**src/rtl/hrrn_pkg.sv**
```systemverilog
// ----------------------------------------------------------------------------
// hrrn_pkg
// types and constants shared by the ready queue scheduler
// ----------------------------------------------------------------------------
package hrrn_pkg;

	localparam int OP_W   = 2;
	localparam int ID_W   = 8;
	localparam int EST_W  = 16;
	localparam int WAIT_W = 24;
	localparam int ALPHA_W = 9;

	typedef enum logic [OP_W-1:0] {
		OP_TICK    = 2'd0,
		OP_ENQUEUE = 2'd1,
		OP_SELECT  = 2'd2,
		OP_NONE    = 2'd3
	} op_t;

	typedef enum logic [1:0] {
		ST_OK    = 2'd0,
		ST_GRANT = 2'd1,
		ST_EMPTY = 2'd2,
		ST_FULL  = 2'd3
	} status_t;

	localparam logic [1:0] CFG_MODE  = 2'd0;
	localparam logic [1:0] CFG_INIT  = 2'd1;
	localparam logic [1:0] CFG_ALPHA = 2'd2;

	localparam logic [WAIT_W-1:0] WAIT_MAX = {WAIT_W{1'b1}};

	typedef struct packed {
		op_t              op;
		logic [ID_W-1:0]  process_id;
		logic [EST_W-1:0] prior_estimate;
		logic [EST_W-1:0] prior_burst;
	} in_item_t;

	typedef struct packed {
		logic [1:0]       status;
		logic [ID_W-1:0]  granted_id;
		logic [EST_W-1:0] new_estimate;
	} out_item_t;

	// classified command handed from front to back
	typedef struct packed {
		op_t              op;
		logic [ID_W-1:0]  process_id;
		logic [EST_W-1:0] estimate;
	} cmd_t;

	typedef struct packed {
		logic [1:0]       index;
		logic [EST_W-1:0] data;
	} cfg_item_t;

endpackage

```
**src/rtl/hrrn_if.sv**
```systemverilog
// ----------------------------------------------------------------------------
// hrrn_if
// valid/ready channels for items, results and configuration
// ----------------------------------------------------------------------------
interface hrrn_in_if;
	import hrrn_pkg::*;
	logic valid;
	logic ready;
	in_item_t data;
	modport source(output valid, output data, input ready);
	modport sink(input valid, input data, output ready);
endinterface

interface hrrn_out_if;
	import hrrn_pkg::*;
	logic valid;
	logic ready;
	out_item_t data;
	modport source(output valid, output data, input ready);
	modport sink(input valid, input data, output ready);
endinterface

interface hrrn_cfg_if;
	import hrrn_pkg::*;
	logic valid;
	logic ready;
	cfg_item_t data;
	modport source(output valid, output data, input ready);
	modport sink(input valid, input data, output ready);
endinterface

```
**src/rtl/hrrn_front.sv**
```systemverilog
// ----------------------------------------------------------------------------
// hrrn_front
// accepts items, forms the effective estimate, pushes commands to the queue
// ----------------------------------------------------------------------------
module hrrn_front (
	input  logic                      clk,
	input  logic                      arst_n,
	input  logic                      in_valid,
	output logic                      in_ready,
	input  hrrn_pkg::in_item_t        in_data,
	input  logic [hrrn_pkg::EST_W-1:0]   initial_estimate,
	input  logic [hrrn_pkg::ALPHA_W-1:0] alpha_q8,
	output logic                      cmd_valid,
	input  logic                      cmd_ready,
	output hrrn_pkg::cmd_t            cmd
);
	import hrrn_pkg::*;

	// stage 1: products registered; sum and round formed combinationally from it
	logic              s1_valid_q;
	logic [24:0]       burst_prod_s1;
	logic [24:0]       est_prod_s1;
	logic              use_init_s1;
	op_t               op_s1;
	logic [ID_W-1:0]   id_s1;
	logic [EST_W-1:0]  init_s1;
	logic [8:0]        a;
	logic [8:0]        a_inv;
	logic [25:0]       sum;

	assign a      = (alpha_q8 > 9'd256) ? 9'd256 : alpha_q8;
	assign a_inv  = 9'd256 - a;
	assign in_ready = !s1_valid_q || cmd_ready;
	assign sum = {1'b0, burst_prod_s1} + {1'b0, est_prod_s1} + 26'd128;

	always_ff @(posedge clk or negedge arst_n) begin
		if (!arst_n) begin
			s1_valid_q <= 1'b0;
		end else if (in_ready) begin
			s1_valid_q <= in_valid;
		end
	end

	always_ff @(posedge clk) begin
		if (in_ready && in_valid) begin
			burst_prod_s1 <= a * in_data.prior_burst;
			est_prod_s1   <= a_inv * in_data.prior_estimate;
			use_init_s1   <= (in_data.prior_estimate == '0);
			op_s1         <= in_data.op;
			id_s1         <= in_data.process_id;
			init_s1       <= initial_estimate;
		end
	end

	assign cmd_valid      = s1_valid_q;
	assign cmd.op         = op_s1;
	assign cmd.process_id = id_s1;
	assign cmd.estimate   = use_init_s1 ? init_s1 : sum[23:8];

endmodule

```
**src/rtl/hrrn_cmd_fifo.sv**
```systemverilog
// ----------------------------------------------------------------------------
// hrrn_cmd_fifo
// two-entry command queue between front and back
// ----------------------------------------------------------------------------
module hrrn_cmd_fifo (
	input  logic           clk,
	input  logic           arst_n,
	input  logic           wr_valid,
	output logic           wr_ready,
	input  hrrn_pkg::cmd_t wr_data,
	output logic           rd_valid,
	input  logic           rd_ready,
	output hrrn_pkg::cmd_t rd_data
);
	import hrrn_pkg::*;

	cmd_t       slot_q [2];
	logic       wptr_q;
	logic       rptr_q;
	logic [1:0] count_q;
	logic       push;
	logic       pop;

	assign wr_ready = (count_q != 2'd2);
	assign rd_valid = (count_q != 2'd0);
	assign rd_data  = slot_q[rptr_q];
	assign push = wr_valid && wr_ready;
	assign pop  = rd_valid && rd_ready;

	always_ff @(posedge clk or negedge arst_n) begin
		if (!arst_n) begin
			wptr_q  <= 1'b0;
			rptr_q  <= 1'b0;
			count_q <= 2'd0;
		end else begin
			if (push) wptr_q <= !wptr_q;
			if (pop)  rptr_q <= !rptr_q;
			count_q <= count_q + {1'b0, push} - {1'b0, pop};
		end
	end

	always_ff @(posedge clk) begin
		if (push) slot_q[wptr_q] <= wr_data;
	end

	assert property (@(posedge clk) disable iff (!arst_n) count_q != 2'd3)
		else $error("command queue count out of range");
	assert property (@(posedge clk) disable iff (!arst_n)
		(count_q == 2'd2 && !pop) |=> count_q == 2'd2)
		else $error("command queue lost an entry");

endmodule

```
**src/rtl/hrrn_back.sv**
```systemverilog
// ----------------------------------------------------------------------------
// hrrn_back
// ready queue storage, aging, ratio scan and compaction
// ----------------------------------------------------------------------------
module hrrn_back #(
	parameter int QUEUE_DEPTH = 16
) (
	input  logic               clk,
	input  logic               arst_n,
	input  logic               cmd_valid,
	output logic               cmd_ready,
	input  hrrn_pkg::cmd_t     cmd,
	input  logic               scheduling_mode,
	output logic               res_valid,
	input  logic               res_ready,
	output hrrn_pkg::out_item_t res
);
	import hrrn_pkg::*;

	localparam int IDX_W = (QUEUE_DEPTH > 1) ? $clog2(QUEUE_DEPTH) : 1;
	localparam int CNT_W = $clog2(QUEUE_DEPTH + 1);
	localparam logic [CNT_W-1:0] DEPTH_C = CNT_W'(QUEUE_DEPTH);

	typedef enum logic [2:0] {
		S_IDLE, S_TICK, S_SCAN, S_MUL, S_SHIFT, S_DONE, S_COMPACT
	} state_t;

	logic [ID_W-1:0]   pid_mem  [QUEUE_DEPTH];
	logic [EST_W-1:0]  est_mem  [QUEUE_DEPTH];
	logic [WAIT_W-1:0] wait_mem [QUEUE_DEPTH];

	state_t            state_q;
	logic [CNT_W-1:0]  count_q;
	logic [CNT_W-1:0]  idx_q;
	logic [IDX_W-1:0]  best_q;
	logic [ID_W-1:0]   best_pid_q;
	logic [EST_W-1:0]  best_est_q;
	logic [WAIT_W-1:0] best_wait_q;
	logic [ID_W-1:0]   cur_pid_q;
	logic [EST_W-1:0]  cur_est_q;
	logic [WAIT_W-1:0] cur_wait_q;
	logic [IDX_W-1:0]  cur_idx_q;
	logic [39:0]       lhs_q;
	logic [39:0]       rhs_q;
	logic              res_valid_q;
	out_item_t         res_q;
	logic [IDX_W-1:0]  ix;
	logic [IDX_W-1:0]  ixn;
	logic              compact_end;

	assign ix  = idx_q[IDX_W-1:0];
	assign ixn = IDX_W'(idx_q + 1'b1);
	assign cmd_ready = (state_q == S_IDLE) && !res_valid_q;
	assign res_valid = res_valid_q;
	assign res = res_q;
	// compaction walks from the granted entry upward, one entry a cycle
	assign compact_end = (idx_q + 1'b1 >= count_q);

	// one entry a cycle for tick and compaction; select scan reads one entry,
	// then cross multiplies in the next cycle
	always_ff @(posedge clk or negedge arst_n) begin
		if (!arst_n) begin
			state_q     <= S_IDLE;
			count_q     <= '0;
			idx_q       <= '0;
			res_valid_q <= 1'b0;
		end else begin
			if (res_valid_q && res_ready) res_valid_q <= 1'b0;
			unique case (state_q)
				S_IDLE: begin
					if (cmd_valid && cmd_ready) begin
						case (cmd.op)
							OP_TICK: begin
								res_q <= '{status: ST_OK, granted_id: '0, new_estimate: '0};
								idx_q <= '0;
								if (count_q != '0) state_q <= S_TICK;
								else res_valid_q <= 1'b1;
							end
							OP_ENQUEUE: begin
								res_valid_q <= 1'b1;
								if (count_q == DEPTH_C) begin
									res_q <= '{status: ST_FULL, granted_id: '0,
										new_estimate: '0};
								end else begin
									res_q <= '{status: ST_OK, granted_id: '0,
										new_estimate: '0};
									count_q <= count_q + 1'b1;
								end
							end
							OP_SELECT: begin
								if (count_q == '0) begin
									res_q <= '{status: ST_EMPTY, granted_id: '0,
										new_estimate: '0};
									res_valid_q <= 1'b1;
								end else begin
									best_q      <= '0;
									best_pid_q  <= pid_mem[0];
									best_est_q  <= est_mem[0];
									best_wait_q <= wait_mem[0];
									idx_q       <= CNT_W'(1);
									state_q     <= scheduling_mode ? S_SCAN : S_DONE;
								end
							end
							default: begin
								res_q <= '{status: ST_OK, granted_id: '0, new_estimate: '0};
								res_valid_q <= 1'b1;
							end
						endcase
					end
				end
				S_TICK: begin
					if (idx_q + 1'b1 == count_q) begin
						state_q     <= S_IDLE;
						res_valid_q <= 1'b1;
					end
					idx_q <= idx_q + 1'b1;
				end
				S_SCAN: begin
					if (idx_q >= count_q) begin
						state_q <= S_DONE;
					end else begin
						cur_pid_q  <= pid_mem[ix];
						cur_est_q  <= est_mem[ix];
						cur_wait_q <= wait_mem[ix];
						cur_idx_q  <= ix;
						state_q    <= S_MUL;
					end
				end
				S_MUL: begin
					lhs_q   <= cur_wait_q * best_est_q;
					rhs_q   <= best_wait_q * cur_est_q;
					state_q <= S_SHIFT;
				end
				S_SHIFT: begin
					// compare registered products, then move on
					if (lhs_q > rhs_q) begin
						best_q      <= cur_idx_q;
						best_pid_q  <= cur_pid_q;
						best_est_q  <= cur_est_q;
						best_wait_q <= cur_wait_q;
					end
					idx_q   <= idx_q + 1'b1;
					state_q <= S_SCAN;
				end
				S_DONE: begin
					// latch the grant and load the compaction start
					res_q <= '{status: ST_GRANT, granted_id: best_pid_q,
						new_estimate: best_est_q};
					idx_q   <= CNT_W'(best_q);
					state_q <= S_COMPACT;
				end
				S_COMPACT: begin
					if (compact_end) begin
						state_q     <= S_IDLE;
						count_q     <= count_q - 1'b1;
						res_valid_q <= 1'b1;
					end else begin
						idx_q <= idx_q + 1'b1;
					end
				end
				default: state_q <= S_IDLE;
			endcase
		end
	end

	always_ff @(posedge clk) begin
		if (state_q == S_IDLE && cmd_valid && cmd_ready && cmd.op == OP_ENQUEUE &&
			count_q != DEPTH_C) begin
			pid_mem[count_q[IDX_W-1:0]]  <= cmd.process_id;
			est_mem[count_q[IDX_W-1:0]]  <= cmd.estimate;
			wait_mem[count_q[IDX_W-1:0]] <= '0;
		end else if (state_q == S_TICK) begin
			if (wait_mem[ix] != WAIT_MAX) wait_mem[ix] <= wait_mem[ix] + 1'b1;
		end else if (state_q == S_COMPACT && !compact_end) begin
			pid_mem[ix]  <= pid_mem[ixn];
			est_mem[ix]  <= est_mem[ixn];
			wait_mem[ix] <= wait_mem[ixn];
		end
	end

	assert property (@(posedge clk) disable iff (!arst_n) count_q <= DEPTH_C)
		else $error("entry count above depth");
	assert property (@(posedge clk) disable iff (!arst_n)
		(res_valid_q && !res_ready) |=> res_valid_q && $stable(res_q))
		else $error("result dropped while stalled");
	assert property (@(posedge clk) disable iff (!arst_n)
		(state_q == S_COMPACT && compact_end) |=> count_q == $past(count_q) - 1'b1)
		else $error("select did not shrink the queue");

endmodule

```
**src/rtl/hrrn_ready_queue_scheduler_top.sv**
```systemverilog
// ----------------------------------------------------------------------------
// hrrn_ready_queue_scheduler_top
// ready queue scheduler, fifo or highest response ratio selection
// ----------------------------------------------------------------------------
// channel | role  | payload
// in_ch   | sink  | operation, process_id, prior_estimate, prior_burst
// out_ch  | source| status, granted_id, new_estimate
// cfg_ch  | sink  | register index, write data
//
// enqueue, full, empty and unused op: the back registers the result once the command leaves the queue
// tick: one entry aged per cycle
// select oldest first: compaction moves one entry a cycle
// select highest ratio: each entry after the first is read, cross multiplied and
// compared against the best so far by the shared cross multiply compare
// arst_n clears control state and loads the register reset values
// a waiting result holds the back; the front keeps accepting up to its stage
// register and the two-entry queue
module hrrn_ready_queue_scheduler_top #(
	parameter int QUEUE_DEPTH = 16
) (
	input logic       clk,
	input logic       arst_n,
	hrrn_in_if.sink   in_ch,
	hrrn_out_if.source out_ch,
	hrrn_cfg_if.sink  cfg_ch
);
	import hrrn_pkg::*;

	logic               mode_q;
	logic [EST_W-1:0]   init_est_q;
	logic [ALPHA_W-1:0] alpha_q;
	logic               f_valid;
	logic               f_ready;
	cmd_t               f_cmd;
	logic               b_valid;
	logic               b_ready;
	cmd_t               b_cmd;

	// config writes always taken
	assign cfg_ch.ready = 1'b1;

	always_ff @(posedge clk or negedge arst_n) begin
		if (!arst_n) begin
			mode_q     <= 1'b1;
			init_est_q <= EST_W'(10000);
			alpha_q    <= ALPHA_W'(128);
		end else if (cfg_ch.valid) begin
			case (cfg_ch.data.index)
				CFG_MODE:  mode_q     <= cfg_ch.data.data[0];
				CFG_INIT:  init_est_q <= cfg_ch.data.data;
				CFG_ALPHA: alpha_q    <= cfg_ch.data.data[ALPHA_W-1:0];
				default:   ;
			endcase
		end
	end

	// front: products of the exponential average
	hrrn_front u_front (
		.clk(clk), .arst_n(arst_n),
		.in_valid(in_ch.valid), .in_ready(in_ch.ready), .in_data(in_ch.data),
		.initial_estimate(init_est_q), .alpha_q8(alpha_q),
		.cmd_valid(f_valid), .cmd_ready(f_ready), .cmd(f_cmd)
	);

	hrrn_cmd_fifo u_fifo (
		.clk(clk), .arst_n(arst_n),
		.wr_valid(f_valid), .wr_ready(f_ready), .wr_data(f_cmd),
		.rd_valid(b_valid), .rd_ready(b_ready), .rd_data(b_cmd)
	);

	// back: queue storage and selection
	hrrn_back #(.QUEUE_DEPTH(QUEUE_DEPTH)) u_back (
		.clk(clk), .arst_n(arst_n),
		.cmd_valid(b_valid), .cmd_ready(b_ready), .cmd(b_cmd),
		.scheduling_mode(mode_q),
		.res_valid(out_ch.valid), .res_ready(out_ch.ready), .res(out_ch.data)
	);

endmodule
```
**src/flat_wrapper.sv**
```systemverilog
// flat-port wrapper written by rule: the top's interface ports become plain ports
module hrrn_ready_queue_scheduler_top_flat import hrrn_pkg::*;
#(
	parameter int QUEUE_DEPTH = 16
)
  (clk, arst_n, in_ch_valid, in_ch_data, in_ch_ready, out_ch_valid, out_ch_data, out_ch_ready, cfg_ch_valid, cfg_ch_data, cfg_ch_ready);
  hrrn_in_if in_ch_i ();
  hrrn_out_if out_ch_i ();
  hrrn_cfg_if cfg_ch_i ();
  input logic clk;
  input logic arst_n;
  input wire logic [$bits(in_ch_i.valid)-1:0] in_ch_valid;
  input wire logic [$bits(in_ch_i.data)-1:0] in_ch_data;
  output wire logic [$bits(in_ch_i.ready)-1:0] in_ch_ready;
  output wire logic [$bits(out_ch_i.valid)-1:0] out_ch_valid;
  output wire logic [$bits(out_ch_i.data)-1:0] out_ch_data;
  input wire logic [$bits(out_ch_i.ready)-1:0] out_ch_ready;
  input wire logic [$bits(cfg_ch_i.valid)-1:0] cfg_ch_valid;
  input wire logic [$bits(cfg_ch_i.data)-1:0] cfg_ch_data;
  output wire logic [$bits(cfg_ch_i.ready)-1:0] cfg_ch_ready;
  assign in_ch_i.valid = in_ch_valid;
  assign in_ch_i.data = in_ch_data;
  assign in_ch_ready = in_ch_i.ready;
  assign out_ch_valid = out_ch_i.valid;
  assign out_ch_data = out_ch_i.data;
  assign out_ch_i.ready = out_ch_ready;
  assign cfg_ch_i.valid = cfg_ch_valid;
  assign cfg_ch_i.data = cfg_ch_data;
  assign cfg_ch_ready = cfg_ch_i.ready;
  hrrn_ready_queue_scheduler_top #(.QUEUE_DEPTH(QUEUE_DEPTH)) u_core (.clk(clk), .arst_n(arst_n), .in_ch(in_ch_i), .out_ch(out_ch_i), .cfg_ch(cfg_ch_i));
endmodule
```
**config.mk**
```make
export PLATFORM = sky130hd
export DESIGN_NAME = hrrn_ready_queue_scheduler_top_flat
export DESIGN_NICKNAME = d
export VERILOG_FILES = /design/src/rtl/hrrn_pkg.sv /design/src/rtl/hrrn_if.sv /design/src/rtl/hrrn_front.sv /design/src/rtl/hrrn_cmd_fifo.sv /design/src/rtl/hrrn_back.sv /design/src/rtl/hrrn_ready_queue_scheduler_top.sv /design/src/flat_wrapper.sv
export SDC_FILE = /design/constraint.sdc
export NUM_CORES = 2
export LEC_CHECK = 0
export ABC_CLOCK_PERIOD_IN_PS = 23500
export BUFFER_PORTS_ARGS = -buffer_cell sky130_fd_sc_hd__buf_2
export CORE_AREA = 2 2 565 342
export DETAILED_ROUTE_END_ITERATION = 8
export DIE_AREA = 0 0 567 344
export PLACE_DENSITY = 0.66
export SYNTH_ARGS = -nofsm -noshare
export SYNTH_HDL_FRONTEND = slang
export SYNTH_SLANG_ARGS = --single-unit
```
**constraint.sdc**
```tcl
create_clock -name clk -period 23.5 [get_ports clk]
set_input_delay 2.35 -clock clk [delete_from_list [all_inputs] [get_ports clk]]
set_output_delay 2.35 -clock clk [all_outputs]
set_load 0.005 [all_outputs]
```
# [Word-level counts from Yosys, hierarchy flattened]
# Memories as Yosys holds them, arrays and structs flattened. A register that Yosys moved wholly into a read port is not among the register bits.
# Index checks and enable logic that the tools add are counted.
[word_totals] ram_bits=820 elab_cells=196 input_bits=65 output_inout_bits=29 mem_count=4 register_bits=306
[op_classes] mul=4 muxes=76 addsub=9 reduce_logical=41 eq_ne=28 n_bitwise=2 magnitude_cmp=4
[mem_list] name="u_core.u_back.wait_mem" words=16 width=24 read_ports=3 rd_clocked_by_memory_dff=0 write_ports=1 line="hrrn_back.sv:30" source="logic [WAIT_W-1:0] wait_mem [QUEUE_DEPTH];"
[mem_list] name="u_core.u_back.est_mem" words=16 width=16 read_ports=3 rd_clocked_by_memory_dff=1 write_ports=1 line="hrrn_back.sv:29" source="logic [EST_W-1:0] est_mem [QUEUE_DEPTH];"
[mem_list] name="u_core.u_back.pid_mem" words=16 width=8 read_ports=3 rd_clocked_by_memory_dff=1 write_ports=1 line="hrrn_back.sv:28" source="logic [ID_W-1:0] pid_mem [QUEUE_DEPTH];"
[mem_list] name="u_core.u_fifo.slot_q" words=2 width=26 read_ports=1 rd_clocked_by_memory_dff=0 write_ports=1 line="hrrn_cmd_fifo.sv:17" source="cmd_t slot_q [2];"
[ops] operator="24-bit two-way mux" count=6
[ops] operator="26-bit case mux with 2 select lines" count=2
[ops] operator="16-bit two-way mux" count=6
[ops] operator="24-bit by 16-bit multiplier with 40-bit output" count=2
[ops] operator="26-bit two-way mux" count=3
[ops] operator="9-bit by 16-bit multiplier with 24-bit output" count=2
[ops] operator="24-bit case mux with 2 select lines" count=1
[ops] operator="40-bit > comparator" count=1
[ops] operator="8-bit two-way mux" count=5
[ops] operator="5-bit two-way mux" count=7
[ops] operator="16-bit case mux with 2 select lines" count=1
[ops] operator="4-bit two-way mux" count=7
[ops] operator="24-bit by 1-bit adder with 24-bit output, second input constant" count=1
[ops] operator="24-bit adder" count=1
[ops] operator="24-bit by 8-bit adder with 24-bit output, second input constant" count=1
[ops] operator="24-bit inequality test, second input constant" count=1
[ops] operator="24-bit OR reduction" count=1
[ops] operator="1-bit two-way mux" count=21
[ops] operator="3-bit two-way mux" count=7
[ops] operator="3-bit case mux with 7 select lines" count=1
[ops] operator="5-bit case mux with 2 select lines" count=2
[ops] operator="5-bit case mux with 4 select lines" count=1
[ops] operator="16-bit logical NOT" count=1
[ops] operator="8-bit case mux with 2 select lines" count=1
[ops] operator="other kinds (43)" count=82

# [Longest topological paths before layout]
[logic_depth] word_depth=11 mapped_depth=29 ltp_nobuf=26

# [Cells and area by module]
# Synthesis repeated with hierarchy kept, for this count alone.
[unflattened] hier_cells=6755 area_unflattened_um2=86127.6
[by_module_without_submodules] mod="hrrn_back" seq_area_each_um2=29718.5 instances=1 area_each_um2=69864.5 cells_per_inst=5168
[by_module_without_submodules] mod="hrrn_front" seq_area_each_um2=2277.2 instances=1 area_each_um2=13115.1 cells_per_inst=1426
[by_module_without_submodules] mod="hrrn_cmd_fifo" seq_area_each_um2=1661.6 instances=1 area_each_um2=2097.0 cells_per_inst=103
[by_module_without_submodules] mod="hrrn_ready_queue_scheduler_top" seq_area_each_um2=659.4 instances=1 area_each_um2=1051.0 cells_per_inst=58

# [Worst setup path after synthesis]
# No wires, ideal clock.
[synth_timing] kind="input-to-reg" from="input arst_n" to="register u_core.u_back.lhs_q[0], enable pin" setup_time_ns=0.715 n_path_buf=0 required_time_ns=22.785 path_slack_ns=12.827 stages=2 t_arrival_ns=9.958 path_cell_list="inv_1 nor4_1"
[synth_via] elab_chain_len=1
[synth_lines] item="from (decl)" line="flat_wrapper.sv:11" source="input logic arst_n;"
[synth_lines] item="2-bit AND reduction (no line)"
[synth_lines] item="to (signal assigned)" line="hrrn_back.sv:130" source="lhs_q <= cur_wait_q * best_est_q;"
[synth_lines] item="to (decl)" line="hrrn_back.sv:43" source="logic [39:0] lhs_q;"
# No other way between the ends.
# A chain may end at the register's enable or synchronous reset.

# [Worst setup path in the final report]
[layout_timing] from="register u_core.u_back.cur_est_q[4], read port of u_core.u_back.est_mem" to="register u_core.u_back.rhs_q[39] (data pin)"
[layout_via] elab_chain_len=1
[layout_lines] item="from (decl)" line="hrrn_back.sv:40" source="logic [EST_W-1:0] cur_est_q;"
[layout_lines] item="24-bit by 16-bit multiplier with 40-bit output" line="hrrn_back.sv:131" source="rhs_q <= best_wait_q * cur_est_q;"
[layout_lines] item="to (signal assigned)" line="hrrn_back.sv:131"
[layout_lines] item="to (decl)" line="hrrn_back.sv:44" source="logic [39:0] rhs_q;"
# No other way between the ends.

==> out/qor.txt <==
SETUP PATH
-----------------------------------------------------------------------------------------------------------------
Crit path max fanout                                                                                           25
Longest individual stage delay on the worst path                                                          1100 ps
Start-to-end type of the worst setup path                                                            flop to flop
Crit path capture type                                                                                       flop
Type of origin of the critical path                                                                          flop
Sequence of cells on the critical path                                                               nand2_1, fa_1, inv_1, fa_1, fa_1, inv_1, fa_1, inv_1, fa_1, fa_1, ha_1, a21o_1, a21o_1, a21oi_1, o2bb2ai_1, or3_1, o21ai_0, a31oi_1, a211o_1, a21oi_1, xnor2_1
Most common cell on crit path                                                                                fa_1
Data arrival time of the critical path                                                                    8400 ps
Critical Path Slowest Stage Cell                                                                         edfxtp_1
Worst path required time                                                                                 23960 ps

SYNTH
-----------------------------------------------------------------------------------------------------------------
Post-Synth Simple-Gate Area                                                                                8.882%
Post-synthesis instance area                                                                          0.08507 mm2
Average instance area after synthesis                                                                   12.80 um2
Yosys warning total                                                                                             0
Combinational family with the most area after synthesis                                               adder cells
Netlist cell types                                                                                             83
Post-synth EDFFs                                                                                             1105
Arithmetic-cell share of the synthesized area counting full adders, half adders and majority gates         25.13%
Syn nets                                                                                                     7936
Yosys reg bits                                                                                               1150
Sequential share of the synthesized area                                                                   40.34%
Multiplexer area fraction after synthesis                                                                  13.73%
Leading register cell type out of synthesis                                                              edfxtp_1
Share of synthesized registers carrying an async set or reset                                              3.913%
Xor and xnor fraction of the mapped netlist area                                                           1.596%
Compound-Gate Fraction of Synth Area                                                                       3.787%
Post-synthesis instance total                                                                                6648

CTS
-----------------------------------------------------------------------------------------------------------------
Max Buffers Root-to-Sink                                                                                        3
Deepest level of the CTS H-tree                                                                                 3
Number of clock sinks seen by CTS                                                                            1150
CTS tree                                                                                                      yes
Clock input transition at the sequential cells of the worst setup and hold paths                            70 ps
Hold buffers post-CTS                                                                                           0
Worst-skew pair later-pin latency                                                                          750 ps
CTS Buf Count                                                                                                 108
Cells resized by post-CTS repair                                                                                0
Setup bufs post-CTS                                                                                             0
Cell at the root of the clock tree                                                                      clkbuf_16

GLOBAL ROUTE
-----------------------------------------------------------------------------------------------------------------
GRT overflow                                                                                                    0
Number of global-route vias before repair                                                                   54290
Wire length of the first global-routing pass                                                             340.0 mm
Number of antenna violations at the first check in global routing                                              15
Maximum number of pins on one net before global-route repair                                                  137
Overall fraction of global-route tracks in use                                                             23.03%

RUN STATUS
-----------------------------------------------------------------------------------------------------------------
Result of the run                                                                                    complete, no violations

STA
-----------------------------------------------------------------------------------------------------------------
PnR worst setup slack                                                                                    15570 ps
Fin crit period                                                                                           7934 ps
Unrepaired setup endpoints after global routing                                                                no
Highest achievable clock rate                                                                           126.0 MHz
Final hold violation count                                                                                      0
Clock tree skew after final layout                                                                       97.51 ps
Setup TNS after final layout                                                                                 0 ps
Worst-margin pin slew                                                                                     1370 ps
Final-report setup violation count                                                                              0
Headroom to the max-slew limit                                                                             8.350%
Number of max-slew violations in the final report                                                               0
Final clock period utilization by the worst path                                                           33.76%

PLACED DESIGN
-----------------------------------------------------------------------------------------------------------------
Detail Placement HPWL                                                                                    155.7 mm
Number of I/O port buffers                                                                                     92
Instance count after placement with tap cells included                                                       9101
Placed standard-cell area                                                                             0.08891 mm2
Final Wtd Congestion                                                                                       0.8935
Placement Setup Slack                                                                                    15750 ps

DRT
-----------------------------------------------------------------------------------------------------------------
Wire length reported by the detailed router                                                              223.3 mm
Drt wl/cell                                                                                              23.98 um
First-pass iteration count of the detailed router                                                               6
Number of DRC violations after detailed routing                                                                 0
Post-detailed-route via-to-cell ratio                                                                       5.788
Number of vias in the routed layout                                                                         53890
First DRT Iteration DRCs                                                                                     6164
Antenna Nets Post-Route                                                                                         0

CELLS AND AREA
-----------------------------------------------------------------------------------------------------------------
Filler cell count in the final layout                                                                       16290
Share of layout cells above drive strength 1                                                               14.89%
Most common library cell in the layout ignoring fill and taps                                            edfxtp_1
Commonest non-fill, non-tap cells in the layout                                                      1105 x edfxtp_1, 1091 x inv_1, 858 x nand2_1, 809 x fa_1, 427 x mux4_2
Layout net count                                                                                             7979
Area added between synthesis and finish                                                                    8.744%
Non-Filler Instances                                                                                         9311
Cell area after layout                                                                                0.09251 mm2

FLOORPLANNING
-----------------------------------------------------------------------------------------------------------------
DIE WIDTH                                                                                                  567 um
Core box area                                                                                          0.1897 mm2
Initial Utilization                                                                                        44.83%
Die outline height                                                                                         344 um
Die Footprint                                                                                          0.1950 mm2
Site Rows                                                                                                     124
Boundary Pins                                                                                                  94

MIN PATH
-----------------------------------------------------------------------------------------------------------------
Hold Crit Class                                                                                      flop to flop

RUN
-----------------------------------------------------------------------------------------------------------------
Maxcap violations                                                                                               0

-- kinds of logic (layout without fill, tap and decap cells) --
logic type	after synthesis	in the layout
adder cells (fa/ha/maj)	1223	1223
flip-flops	1150	1150
buffers and inverters	1419	1556
AND/OR/NAND/NOR	1605	1605
other	1	7
multiplexers	588	588
AO/OA/AOI/OAI	507	507
XOR/XNOR	155	155
-- sequential cells by signal (all words and copies together), names as in the netlist, 24 cells and up --
name	flops
u_core.u_back.res	26
u_core.u_back.wait_mem	384
u_core.u_back.best_wait_q	24
u_core.u_back.est_mem	256
u_core.u_back.cur_wait_q	24
u_core.u_front.burst_prod_s1	24
u_core.u_back.pid_mem	128
u_core.u_front.est_prod_s1	24
u_core.u_back.rhs_q	40
u_core.u_back.lhs_q	40
u_core.u_fifo.slot_q	52
-- synth_stat cells (15+ instances only) --
cell | instances | area [um2]
o21ai_0 | 145 | 725.7
a21oi_1 | 129 | 645.6
buf_2 | 27 | 135.1
mux4_2 | 427 | 9617
nand2b_1 | 24 | 150.1
clkbuf_1 | 241 | 904.6
mux2i_1 | 65 | 650.6
edfxtp_1 | 1105 | 33180
inv_1 | 1091 | 4095
nand2_1 | 858 | 3221
nor2_1 | 117 | 439.2
dfrtp_1 | 38 | 950.9
and2_1 | 365 | 2283
fa_1 | 809 | 16200
xnor2_1 | 114 | 998.5
nand4_1 | 15 | 93.84
a31oi_1 | 18 | 112.6
a21o_1 | 55 | 412.9
nor3_1 | 47 | 235.2
buf_1 | 37 | 138.9
mux2_2 | 74 | 833.3
xor2_1 | 41 | 359.1
mux4_1 | 22 | 578.1
ha_1 | 414 | 5180
and3_1 | 46 | 287.8
o21a_1 | 23 | 172.7
nand3_1 | 43 | 215.2
nor2b_1 | 33 | 206.5
-- routing by layer --
| layer | wire length, um | track usage [%] |
|---|---|---|
| met5 | 13 | 0 |
| met4 | 3387 | 3.778 |
| met3 | 25810 | 5.268 |
| met2 | 93210 | 32.47 |
| met1 | 100900 | 36.59 |
-- final cells by class --
cell class / instances / area, um2 / area share [%]
multi-input cells: 4079 / 45570 / 49.26
flip-flops and latches: 1150 / 34330 / 37.11
inverters: 1093 / 4104 / 4.436
well taps: 2520 / 3153 / 3.408
clock buffers: 129 / 2811 / 3.039
repair buffers: 259 / 1752 / 1.894
clock inverters: 75 / 774.5 / 0.8372
diodes: 6 / 15.01 / 0.01623
-- path summary, 6_finish.rpt --
kind                                            start                   endpoint  slack, ps  depth (start not counted)
setup / recovery           u_core.u_back.cur_est_q[4]    u_core.u_back.rhs_q[39]      15570                         21
hold / removal                   u_core.init_est_q[1]  u_core.u_front.init_s1[1]        440                          0
setup reg to reg           u_core.u_back.cur_est_q[4]    u_core.u_back.rhs_q[39]      15570                         21
hold reg to reg                  u_core.init_est_q[1]  u_core.u_front.init_s1[1]        440                          0
max in group asynchronous                      arst_n     u_core.u_back.idx_q[1]      21170                          2
min in group asynchronous                      arst_n          u_core.alpha_q[6]       1750                          2
-- critical path: cells and delay by family (launching register included) --
| family | cells | cell delay (ps) |
|---|---|---|
| buf+inv | 3 | 160 |
| compound gates | 8 | 2410 |
| fa+ha+maj | 7 | 3360 |
| xor+xnor | 1 | 80 |
| simple gates | 2 | 560 |
| flops | 1 | 1100 |
-- metrics by stage --
stage	hold WS (ps)	utilization, %
global route	457.6	48.75
floorplan	419.4	-
global placement	424.8	46.86
finish	441.1	48.75
detailed placement	428.8	46.86
CTS	446.2	48.75
Power is not shown: default switching activity piles up to over one toggle a cycle in this logic, so the estimate is an artifact.
